`config.mk`:
```
export PLATFORM = sky130hd
export DESIGN_NAME = lru_key_value_cache_core_flat
export DESIGN_NICKNAME = d
export VERILOG_FILES = /design/src/rtl/core/lkv_pkg.sv /design/src/rtl/core/lkv_if.sv /design/src/rtl/core/lru_key_value_cache_core.sv /design/src/rtl/core/lkv_ctrl.sv /design/src/rtl/core/lkv_datapath.sv /design/src/flat_wrapper.sv
export SDC_FILE = /design/constraint.sdc
export NUM_CORES = 2
export LEC_CHECK = 0
export BUFFER_PORTS_ARGS = -buffer_cell sky130_fd_sc_hd__buf_2
export CORE_ASPECT_RATIO = 0.75
export CORE_UTILIZATION = 55
export CTS_BUF_LIST = sky130_fd_sc_hd__clkbuf_16
export CTS_CLUSTER_DIAMETER = 100
export CTS_CLUSTER_SIZE = 16
export DETAILED_ROUTE_END_ITERATION = 10
export MAX_ROUTING_LAYER = met4
export PLACE_DENSITY = 0.71
export SYNTH_ARGS = -nofsm -noshare
export SYNTH_HDL_FRONTEND = slang
export SYNTH_SLANG_ARGS = --single-unit
```
`constraint.sdc`:
```
create_clock -name i_clk -period 4.3 [get_ports i_clk]
set_input_delay 0.215 -clock i_clk [delete_from_list [all_inputs] [get_ports i_clk]]
set_output_delay 0.215 -clock i_clk [all_outputs]
set_load 0.02 [all_outputs]
```
`src/rtl/core/lkv_pkg.sv`:
```
// Package: shared constants, types and command/status structs of the LRU key-value cache.
package lkv_pkg;

    localparam int ENTRIES = 16;
    localparam int IDX_W   = $clog2(ENTRIES);
    localparam int CNT_W   = $clog2(ENTRIES + 1);
    localparam int KEY_W   = 32;
    localparam int VAL_W   = 32;
    localparam int CAP_W   = 5;
    localparam int CMP_W   = (CAP_W > CNT_W) ? CAP_W : CNT_W;

    localparam logic [CAP_W-1:0] CAP_RESET  = CAP_W'(16);
    localparam logic [VAL_W-1:0] MISS_VALUE = {VAL_W{1'b1}};

    localparam logic FUNC_GET = 1'b0;
    localparam logic FUNC_SET = 1'b1;

    typedef enum logic [1:0] {
        ST_IDLE,
        ST_MATCH,
        ST_UPDATE
    } t_state;

    typedef struct packed {
        logic load;    // capture the accepted input item
        logic match;   // capture the lookup results
        logic update;  // apply the store and recency update
    } t_cmd;

    typedef struct packed {
        logic func_get;   // item in flight is a get
        logic out_valid;  // output register holds a result
    } t_status;

endpackage

```
`src/rtl/core/lkv_if.sv`:
```
// Interfaces: input, output and configuration channels of the LRU key-value cache.
interface lkv_in_if import lkv_pkg::*; ();
    logic             valid;
    logic             ready;
    logic             func;
    logic [KEY_W-1:0] key;
    logic [VAL_W-1:0] value;

    modport source (output valid, output func, output key, output value, input ready);
    modport sink   (input valid, input func, input key, input value, output ready);
endinterface

interface lkv_out_if import lkv_pkg::*; ();
    logic             valid;
    logic             ready;
    logic             found;
    logic [VAL_W-1:0] read_value;

    modport source (output valid, output found, output read_value, input ready);
    modport sink   (input valid, input found, input read_value, output ready);
endinterface

interface lkv_cfg_if import lkv_pkg::*; ();
    logic             valid;
    logic             ready;
    logic [CAP_W-1:0] data;

    modport source (output valid, output data, input ready);
    modport sink   (input valid, input data, output ready);
endinterface

```
`src/rtl/core/lru_key_value_cache_core.sv`:
```
// Top level: LRU key-value cache core, controller plus datapath.
//
//  channel  | dir | handshake      | payload
//  ---------+-----+----------------+---------------------------------
//  i_in     | in  | valid / ready  | func, key[31:0], value[31:0]
//  o_out    | out | valid / ready  | found, read_value[31:0]
//  i_cfg    | in  | valid / ready  | data[4:0] (capacity)
//
// Each transaction is captured, then matched in parallel against all
// entries; the store and rank update then overlaps the capture of the
// next item, so a new item is taken while the last one finishes its update.
// Reset clears the valid bits and fill count at once; no clearing pass.
// A get result goes to an output register. A second get stalls in its update
// cycle while that register still holds an untaken result; sets never stall.
// The configuration port is always ready.
module lru_key_value_cache_core
    import lkv_pkg::*;
(
    input  logic      i_clk,
    input  logic      i_rst_n,
    lkv_in_if.sink    i_in,
    lkv_out_if.source o_out,
    lkv_cfg_if.sink   i_cfg
);

    t_cmd    cmd;
    t_status status;

    // Capacity writes land at once; the user must issue them only while idle, the core does not enforce it.
    assign i_cfg.ready = 1'b1;

    // Sequence each transaction: accept, match, update.
    lkv_ctrl u_ctrl (
        .i_clk       (i_clk),
        .i_rst_n     (i_rst_n),
        .i_in_valid  (i_in.valid),
        .i_out_ready (o_out.ready),
        .i_status    (status),
        .o_in_ready  (i_in.ready),
        .o_cmd       (cmd)
    );

    // Hold the entries, run the match and drive the result register.
    lkv_datapath u_datapath (
        .i_clk      (i_clk),
        .i_rst_n    (i_rst_n),
        .i_cmd      (cmd),
        .o_status   (status),
        .i_func     (i_in.func),
        .i_key      (i_in.key),
        .i_value    (i_in.value),
        .i_cfg_we   (i_cfg.valid && i_cfg.ready),
        .i_cfg_data (i_cfg.data),
        .o_out      (o_out)
    );

`ifndef ASSERT_OFF
    // A captured item is always matched in the following cycle.
    a_load_then_match: assert property (@(posedge i_clk) disable iff (!i_rst_n)
        cmd.load |=> cmd.match)
        else $error("captured item not matched next cycle");

    // Finishing a get always presents a result.
    a_get_gives_result: assert property (@(posedge i_clk) disable iff (!i_rst_n)
        (cmd.update && status.func_get) |=> o_out.valid)
        else $error("get finished without a result");

    // A result appears only after a get has finished.
    a_result_from_get: assert property (@(posedge i_clk) disable iff (!i_rst_n)
        $rose(o_out.valid) |-> $past(cmd.update && status.func_get))
        else $error("result appeared without a get");
`endif

endmodule

```
`src/rtl/core/lkv_ctrl.sv`:
```
// Controller: sequences accept, match and update of each transaction.
module lkv_ctrl
    import lkv_pkg::*;
(
    input  logic    i_clk,
    input  logic    i_rst_n,
    input  logic    i_in_valid,
    input  logic    i_out_ready,
    input  t_status i_status,
    output logic    o_in_ready,
    output t_cmd    o_cmd
);

    t_state r_state;
    t_state n_state;
    logic   update_go;

    always_ff @(posedge i_clk) begin
        if (!i_rst_n) begin
            r_state <= ST_IDLE;
        end else begin
            r_state <= n_state;
        end
    end

    // A get may only finish once the output register is free or its result is being taken.
    assign update_go = !i_status.func_get || !i_status.out_valid || i_out_ready;

    always_comb begin
        n_state      = r_state;
        o_in_ready   = 1'b0;
        o_cmd.load   = 1'b0;
        o_cmd.match  = 1'b0;
        o_cmd.update = 1'b0;
        unique case (r_state)
            ST_IDLE: begin
                o_in_ready = 1'b1;
                if (i_in_valid) begin
                    o_cmd.load = 1'b1;
                    n_state    = ST_MATCH;
                end
            end
            ST_MATCH: begin
                o_cmd.match = 1'b1;
                n_state     = ST_UPDATE;
            end
            ST_UPDATE: begin
                if (update_go) begin
                    o_cmd.update = 1'b1;
                    o_in_ready   = 1'b1;
                    if (i_in_valid) begin
                        o_cmd.load = 1'b1;
                        n_state    = ST_MATCH;
                    end else begin
                        n_state    = ST_IDLE;
                    end
                end
            end
            default: begin
                n_state = ST_IDLE;
            end
        endcase
    end

endmodule

```
`src/rtl/core/lkv_datapath.sv`:
```
// Datapath: entry store, parallel key match, rank update and output register.
module lkv_datapath
    import lkv_pkg::*;
(
    input  logic             i_clk,
    input  logic             i_rst_n,
    input  t_cmd             i_cmd,
    output t_status          o_status,
    input  logic             i_func,
    input  logic [KEY_W-1:0] i_key,
    input  logic [VAL_W-1:0] i_value,
    input  logic             i_cfg_we,
    input  logic [CAP_W-1:0] i_cfg_data,
    lkv_out_if.source        o_out
);

    // Item registers
    logic             r_func;
    logic [KEY_W-1:0] r_key;
    logic [VAL_W-1:0] r_value;

    // Entry store
    logic [KEY_W-1:0] r_keys   [ENTRIES];
    logic [VAL_W-1:0] r_values [ENTRIES];
    logic [IDX_W-1:0] r_ranks  [ENTRIES];
    logic [ENTRIES-1:0] r_valid;
    logic [CNT_W-1:0] r_fill;
    logic [CAP_W-1:0] r_capacity;

    // Match results
    logic             r_hit;
    logic [IDX_W-1:0] r_hit_idx;
    logic [IDX_W-1:0] r_hit_rank;
    logic [VAL_W-1:0] r_rd_value;
    logic             r_evict;
    logic [IDX_W-1:0] r_slot;

    // Output register
    logic             r_out_valid;
    logic             r_found;
    logic [VAL_W-1:0] r_read_value;

    logic [ENTRIES-1:0] hit_vec;
    logic [IDX_W-1:0]   hit_idx;
    logic [IDX_W-1:0]   victim_idx;
    logic [IDX_W-1:0]   free_idx;
    logic [IDX_W-1:0]   lru_rank;
    logic [CMP_W-1:0]   eff_cap;
    logic               full;

    // Clamp the capacity into one .. ENTRIES.
    always_comb begin
        if (r_capacity == '0) begin
            eff_cap = CMP_W'(1);
        end else if (CMP_W'(r_capacity) > CMP_W'(ENTRIES)) begin
            eff_cap = CMP_W'(ENTRIES);
        end else begin
            eff_cap = CMP_W'(r_capacity);
        end
    end

    assign full     = CMP_W'(r_fill) >= eff_cap;
    // Valid ranks run 0 .. fill-1, so the oldest entry holds fill-1.
    assign lru_rank = IDX_W'(r_fill - CNT_W'(1));

    always_comb begin
        hit_idx    = '0;
        victim_idx = '0;
        free_idx   = '0;
        for (int i = 0; i < ENTRIES; i++) begin
            hit_vec[i] = r_valid[i] && (r_keys[i] == r_key);
            if (hit_vec[i]) begin
                hit_idx = hit_idx | IDX_W'(i);
            end
            if (r_valid[i] && (r_ranks[i] == lru_rank)) begin
                victim_idx = victim_idx | IDX_W'(i);
            end
        end
        for (int i = ENTRIES - 1; i >= 0; i--) begin
            if (!r_valid[i]) begin
                free_idx = IDX_W'(i);
            end
        end
    end

    always_ff @(posedge i_clk) begin
        if (i_cmd.load) begin
            r_func  <= i_func;
            r_key   <= i_key;
            r_value <= i_value;
        end
        if (i_cmd.match) begin
            r_hit      <= |hit_vec;
            r_hit_idx  <= hit_idx;
            r_hit_rank <= r_ranks[hit_idx];
            r_rd_value <= r_values[hit_idx];
            r_evict    <= full;
            r_slot     <= full ? victim_idx : free_idx;
        end
        if (i_cmd.update) begin
            if (r_hit) begin
                if (r_func == FUNC_SET) begin
                    r_values[r_hit_idx] <= r_value;
                end
                for (int i = 0; i < ENTRIES; i++) begin
                    if (IDX_W'(i) == r_hit_idx) begin
                        r_ranks[i] <= '0;
                    end else if (r_valid[i] && (r_ranks[i] < r_hit_rank)) begin
                        r_ranks[i] <= r_ranks[i] + IDX_W'(1);
                    end
                end
            end else if (r_func == FUNC_SET) begin
                for (int i = 0; i < ENTRIES; i++) begin
                    if (IDX_W'(i) == r_slot) begin
                        r_ranks[i] <= '0;
                    end else if (r_valid[i]) begin
                        r_ranks[i] <= r_ranks[i] + IDX_W'(1);
                    end
                end
                r_keys[r_slot]   <= r_key;
                r_values[r_slot] <= r_value;
            end
        end
        if (i_cmd.update && (r_func == FUNC_GET)) begin
            r_found      <= r_hit;
            r_read_value <= r_hit ? r_rd_value : MISS_VALUE;
        end
    end

    // Control state: valid bits, fill count, capacity, output flag.
    always_ff @(posedge i_clk) begin
        if (!i_rst_n) begin
            r_valid     <= '0;
            r_fill      <= '0;
            r_capacity  <= CAP_RESET;
            r_out_valid <= 1'b0;
        end else begin
            if (i_cfg_we) begin
                r_capacity <= i_cfg_data;
            end
            if (i_cmd.update && !r_hit && (r_func == FUNC_SET)) begin
                r_valid[r_slot] <= 1'b1;
                if (!r_evict) begin
                    r_fill <= r_fill + CNT_W'(1);
                end
            end
            if (i_cmd.update && (r_func == FUNC_GET)) begin
                r_out_valid <= 1'b1;
            end else if (o_out.ready) begin
                r_out_valid <= 1'b0;
            end
        end
    end

    assign o_status.func_get  = (r_func == FUNC_GET);
    assign o_status.out_valid = r_out_valid;

    assign o_out.valid      = r_out_valid;
    assign o_out.found      = r_found;
    assign o_out.read_value = r_read_value;

endmodule

```
`src/flat_wrapper.sv`:
```
// flat-port wrapper written by rule: the top's interface ports become plain ports
module lru_key_value_cache_core_flat import lkv_pkg::*;
  (i_clk, i_rst_n, i_in_valid, i_in_func, i_in_key, i_in_value, i_in_ready, o_out_valid, o_out_found, o_out_read_value, o_out_ready, i_cfg_valid, i_cfg_data, i_cfg_ready);
  lkv_in_if i_in_i ();
  lkv_out_if o_out_i ();
  lkv_cfg_if i_cfg_i ();
  input  logic i_clk;
  input  logic i_rst_n;
  input wire logic [$bits(i_in_i.valid)-1:0] i_in_valid;
  input wire logic [$bits(i_in_i.func)-1:0] i_in_func;
  input wire logic [$bits(i_in_i.key)-1:0] i_in_key;
  input wire logic [$bits(i_in_i.value)-1:0] i_in_value;
  output wire logic [$bits(i_in_i.ready)-1:0] i_in_ready;
  output wire logic [$bits(o_out_i.valid)-1:0] o_out_valid;
  output wire logic [$bits(o_out_i.found)-1:0] o_out_found;
  output wire logic [$bits(o_out_i.read_value)-1:0] o_out_read_value;
  input wire logic [$bits(o_out_i.ready)-1:0] o_out_ready;
  input wire logic [$bits(i_cfg_i.valid)-1:0] i_cfg_valid;
  input wire logic [$bits(i_cfg_i.data)-1:0] i_cfg_data;
  output wire logic [$bits(i_cfg_i.ready)-1:0] i_cfg_ready;
  assign i_in_i.valid = i_in_valid;
  assign i_in_i.func = i_in_func;
  assign i_in_i.key = i_in_key;
  assign i_in_i.value = i_in_value;
  assign i_in_ready = i_in_i.ready;
  assign o_out_valid = o_out_i.valid;
  assign o_out_found = o_out_i.found;
  assign o_out_read_value = o_out_i.read_value;
  assign o_out_i.ready = o_out_ready;
  assign i_cfg_i.valid = i_cfg_valid;
  assign i_cfg_i.data = i_cfg_data;
  assign i_cfg_ready = i_cfg_i.ready;
  lru_key_value_cache_core u_core (.i_clk(i_clk), .i_rst_n(i_rst_n), .i_in(i_in_i), .o_out(o_out_i), .i_cfg(i_cfg_i));
endmodule
```
### After elaboration in Yosys (flattened, before gate mapping)

Memory sizes are Yosys's and may differ from the RTL's. A register that Yosys moved wholly into a read port is not among the register bits.
Cells that the tools add are included.

* register bits: 137
* RAM bits: 1088
* input bits: 75
* output and inout bits: 36
* logic and storage cells: 677
* memories kept: 3

* add/sub/neg operators: 18
* magnitude comparators: 20
* equality and inequality tests: 65
* mux-type cells: 442
* bitwise gates (word level): 51
* reductions and logical operators: 64

Memory list
* u_core.u_datapath.r_keys: words 16, width 32, read ports 16, clocked after memory_dff 0, wr ports 1, RTL line lkv_datapath.sv:23 `logic [KEY_W-1:0] r_keys [ENTRIES];`
* u_core.u_datapath.r_values: words 16, width 32, read ports 1, clocked after memory_dff 1, wr ports 1, RTL line lkv_datapath.sv:24 `logic [VAL_W-1:0] r_values [ENTRIES];`
* u_core.u_datapath.r_ranks: words 16, width 4, read ports 17, clocked after memory_dff 1, wr ports 16, RTL line lkv_datapath.sv:25 `logic [IDX_W-1:0] r_ranks [ENTRIES];`

Operators by type and width (number)
* == test 32 bit: 16
* two-way mux 1 bit: 339
* two-way mux 4 bit: 82
* adder 4 x 1 -> 4 bit (second input constant): 16
* == test 4 bit (first input constant): 16
* less-than comparator 4 bit: 16
* == test 4 bit: 15
* logical AND 1 bit: 51
* bitwise OR 1 bit: 48
* == test 3 x 4 -> 1 bit (first input constant): 8
* two-way mux 32 bit: 1
* OR reduction 32 bit: 1
* two-way mux 3 bit: 8
* == test 2 x 4 -> 1 bit (first input constant): 4
* bitwise OR 16 bit: 1
* OR reduction 16 bit: 1
* two-way mux 2 bit: 6
* two-way mux 5 bit: 2
* == test 1 x 4 -> 1 bit (first input constant): 2
* zero test 4 bit: 2
* one-hot mux 2 bit (3 select lines): 1
* adder 5 x 1 -> 5 bit (second input constant): 1
* >= comparator 5 bit: 1
* > comparator 5 bit (second input constant): 1
* other kinds (15): 21

### Depth between registers and ports, before layout

* depth in word-level cells: 19
* depth in mapped cells: 14
* gate-level depth less buffers: 12

### Cells and area by module

A second synthesis with hierarchy kept.

* cells, all modules: 3419
* area, all modules: 54081.9 um2

Modules (own cells, without submodules)
* lkv_datapath: instances 1, cells an instance 3403, area an instance 53951.7 um2, sequential area each 37496.0 um2
* lkv_ctrl: instances 1, cells an instance 14, area an instance 118.9 um2, sequential area each 40.0 um2
* lru_key_value_cache_core: instances 1, cells an instance 2, area an instance 11.3 um2, sequential area each 0.0 um2

### Worst setup path before layout

No wires, ideal clock.

* path kind: flip-flop to flip-flop
* start: register u_core.u_ctrl.r_state[1]
* end: memory u_core.u_datapath.r_ranks[13][2] in the netlist's numbering (data pin)
* setup time: 255 ps
* data arrival time: 3213 ps
* data required time: 4045 ps
* slack: 832 ps
* stages on the path, launching flop included: 9
* buffers on the path: 1
* period minus slack after synthesis: 3468 ps
* path through: dfxtp_1 > nor2b_1 > and2_0 > nor2b_1 > clkbuf_1 > nand3_1 > nor2_1 > or2_2 > nor2_1

RTL lines
* start: declaration: RTL line lkv_ctrl.sv:14 `t_state r_state;`
* start signal: assignment: RTL line lkv_ctrl.sv:22 `r_state <= n_state;`
* end: declaration: RTL line lkv_datapath.sv:25

### Worst setup path in the final report

* start: register u_core.u_datapath.r_key[10]
* end: register u_core.u_datapath.r_rd_value[11], read port of u_core.u_datapath.r_values (data pin)

* cells in the longest elaborated chain, start to end: 17
* elaborated cells between the ends (all ways): 45
* classes of those cells: 15 x eq/ne; 15 x mux; 15 x reduce/logical

RTL lines
* start: declaration: RTL line lkv_datapath.sv:19 `logic [KEY_W-1:0] r_key;`
* start signal: assignment: RTL line lkv_datapath.sv:89 `r_key <= i_key;`
* == test 32 bit: RTL line lkv_datapath.sv:71 `hit_vec[i] = r_valid[i] && (r_keys[i] == r_key);`
* logical AND 1 bit: RTL line lkv_datapath.sv:71
* two-way mux 1 bit: RTL line lkv_datapath.sv:72 `if (hit_vec[i]) begin`
* two-way mux 2 bit (2 in series): RTL line lkv_datapath.sv:72
* two-way mux 3 bit (4 in series): RTL line lkv_datapath.sv:72
* two-way mux 4 bit (7 in series): RTL line lkv_datapath.sv:72
* two-way mux 4 bit (*): RTL line lkv_datapath.sv:72
* end: declaration: RTL line lkv_datapath.sv:34 `logic [VAL_W-1:0] r_rd_value;`

Every way passes the cells marked *; elsewhere a longest branch is shown, timed or not.
A chain may end at the register's enable or synchronous reset.

==> results.cfg <==
[global_route]
grt-ovfl-total = 0
antenna_found_initial = 2
grt_start_max_net_pins = 93
grt_pass1_vias = 31277
grt_pass1_wl_um = 209000
grt.total_usage = 0.294

[synth]
avgSynthCellArea_um2 = 15.0
synth_cell_type_count = 74
async_reset_ff_frac = 0
synth_edf_count = 1228
synthSimpleGateAreaFrac = 0.0751
synthMuxAreaShare = 0.0325
syn_area_um2 = 54400
synthAdderAreaFrac = 0.0163
ys_seq_area_frac = 0.690
ys.warnings.count = 0
yosys.area.top_type = edfxtp_1
yosys_most_used_dff = edfxtp_1
synth_compound_area_frac = 0.0640
synthTopCellsByArea = edfxtp_1, xor2_1, xnor2_1
synth_xor_area_frac = 0.0981
synth_top_area_frac = 0.678
synth_top_family_by_area = XOR/XNOR gates
ys_seq_elements = 1261
synthCells = 3627
synth_nets = 3773

[worst_setup_path]
criticalPathCategory = register to register
arrival_ps = 4770
cp-start-kind = register
crit-reg2reg-launch = u_core.u_datapath.r_key[10]
crit_required_ps = 4860
setup.worst_path.start = u_core.u_datapath.r_key[10]
cp_max_fo = 30
crit_path_end_kind = register

[finish]
layout-drive-gt1-share = 0.171
n_fill_cell = 7177
fin_area_um2 = 62000
syn_to_final_growth_pct = 14.1
diodes = 0
post-route-util = 0.636
nNetsFinal = 4138
seqCellArea_um2 = 37500
multi_input_area_um2 = 15900

[sta]
setup_violations = 0
period_needed_ps = 4210
hold-worst-slack_ps = 211
drv_slew = 0
slew-limit-headroom = 0.187
postLayoutSetupSlackWorst_ps = 85.5
fin_crit_sh = 0.980
worst_pin_slew_ps = 1220
skew_ps = 64.8
rsz0062_at_grt = yes
hold_violations = 0
max_freq_mhz = 237

[clock_network]
htree_num_levels = 3
cts-root-buf = clkbuf_16
numCtsBuffers = 88
clock_latency_ps = 720
cts_tree = yes
clock_tree.buffer_depth = 3
clock-sinks = 1261
clk_pin_slew_ps = 70

[power_and_ir_drop]
ir_drop_uv = 269
p_per_area_nw_per_um2 = 362
power.leakage_nw = 21.2
finalPower_mw = 22.5

[die]
die_h_um = 274
io_pins = 111
die_w_um = 365
rows = 99
start_util = 0.557
core_area_um2 = 97600
fp.dieArea_um2 = 100000

[detailed_routing]
wl_um = 141000
routedWlPerCell_um = 26.5
via_per_inst = 6.12
dr.pass1.iters = 6
drcViolationCount = 0
antenna_left = 0
num_vias = 32680
drtIter0Drc = 4131

[status]
status = finished clean

[job]
maxCapViolations = 0

[hold_path]
hp-start = i_in_key[10]
hp-class = primary input to register

[placed_design]
place_hpwl_um = 87800
io_buffers = 109
dp_slack_ps = -226
dpl_cell_area_um2 = 58700
routabilityCongestion = 0.975
synthesized netlist by cell type, drive strengths merged (4+ instances only):
library cell / count
a2111oi: 37
a211oi: 146
a21boi: 7
a21oi: 75
a2bb2oi: 37
a31oi: 4
and2: 5
and3: 7
buf: 123
clkbuf: 90
dfxtp: 33
edfxtp: 1228
ha: 71
inv: 27
mux2: 108
mux2i: 42
nand2: 51
nand2b: 60
nand3: 241
nand4: 62
nor2: 154
nor2b: 38
nor3: 34
nor4: 92
o2111ai: 7
o211ai: 4
o21a: 7
o21ai: 178
or2: 9
or4: 5
xnor2: 223
xor2: 386
final timing paths:
path / endpoint / slack, ps / cells after the start
max: u_core.u_datapath.r_rd_value[11] / 90 / 14
min: u_core.u_datapath.r_key[10] / 210 / 2
max reg2reg: u_core.u_datapath.r_rd_value[11] / 90 / 14
min reg2reg: u_core.u_datapath.o_out.read_value[1] / 500 / 1
through the flow:
stage	std cells	setup TNS [ps]
3_3_place_gp	5134	-287
4_1_cts	5342	0
3_5_place_dp	5134	-386
6_report	5343	0
5_1_grt	5343	-27.4
2_1_floorplan	3627	0
state kept, by name, summed over array words and instances (netlist names):
| name | cells |
|---|---|
| u_core.u_ctrl.r_state | 2 |
| u_core.u_datapath.o_out.found | 1 |
| u_core.u_datapath.o_out.read_value | 32 |
| u_core.u_datapath.o_out.valid | 1 |
| u_core.u_datapath.r_capacity | 5 |
| u_core.u_datapath.r_evict | 1 |
| u_core.u_datapath.r_fill | 5 |
| u_core.u_datapath.r_func | 1 |
| u_core.u_datapath.r_hit | 1 |
| u_core.u_datapath.r_hit_idx | 4 |
| u_core.u_datapath.r_hit_rank | 4 |
| u_core.u_datapath.r_key | 32 |
| u_core.u_datapath.r_keys | 512 |
| u_core.u_datapath.r_ranks | 64 |
| u_core.u_datapath.r_rd_value | 32 |
| u_core.u_datapath.r_slot | 4 |
| u_core.u_datapath.r_valid | 16 |
| u_core.u_datapath.r_value | 32 |
| u_core.u_datapath.r_values | 512 |
timing repair:
item | 4_1_cts | 5_1_grt
hold buffers | 79 | 0
setup buffers | 0 | 1
gates cloned | 1 | 0
endpoints found under the hold margin | 72 | 0
pin swaps | 1 | 1
gates resized for setup | 3 | 4
setup endpoints to repair | 3 | 12
layout by cell type (no fill, tap or decap), drive strengths merged, types with 42 or more instances in the layout:
| cell | instances |
|---|---|
| ha | 71 |
| o21ai | 178 |
| a211oi | 146 |
| xnor2 | 223 |
| mux2i | 42 |
| nand3 | 241 |
| nor4 | 92 |
| mux2 | 108 |
| nor2 | 155 |
| buf | 408 |
| edfxtp | 1228 |
| inv | 60 |
| xor2 | 386 |
| a21oi | 75 |
| nand4 | 62 |
| dlygate4sd3 | 79 |
| nand2b | 60 |
| nand2 | 51 |
| clkbuf | 89 |
critical path, stage by stage, from the launching register on:
cell and delay (ps):
edfxtp_1 480, buf_12 200, buf_4 210, xor2_1 220, nor4_1 100, nand4_1 100
nor3_1 60, buf_4 150, nor4_2 580, nor4b_2 320, buf_4 180, nor2b_4 960
buf_4 320, a21oi_1 80, nand3_1 80
cells by family after synthesis:
logic type      Yosys count
compound gates          523
other cells               1
mux                     150
flops                  1261
xor+xnor                609
fa+ha+maj                71
buf+inv                 241
simple gates            771
layer usage:
metal  vias up  share of wire  track usage  wire [um]
met2      1704           0.43        0.402      60700
met4         0          0.015       0.0487       2060
met1     16418           0.44        0.446      62500
met5         -              0            -          0
li1      14407              -            -          -
met3       151           0.12       0.0774      16300
cell type report:
type | count | share of cell area
Sequential cell | 1261 | 0.605
Clock inverter | 39 | 0.00389
Timing Repair Buffer | 487 | 0.0704
Inverter | 28 | 0.00169
Multi-Input combinational cell | 2126 | 0.256
Tap cell | 1313 | 0.0265
Clock buffer | 89 | 0.0359
power breakdown:
| part | leakage (nW) | internal, mW | total, mW | switching, mW |
|---|---|---|---|---|
| logic | 8.53 | 0.396 | 0.986 | 0.590 |
| registers | 11.3 | 13.5 | 13.7 | 0.120 |
| clock network | 1.32 | 3.74 | 7.83 | 4.09 |
Power figures use the tool's default switching activity.
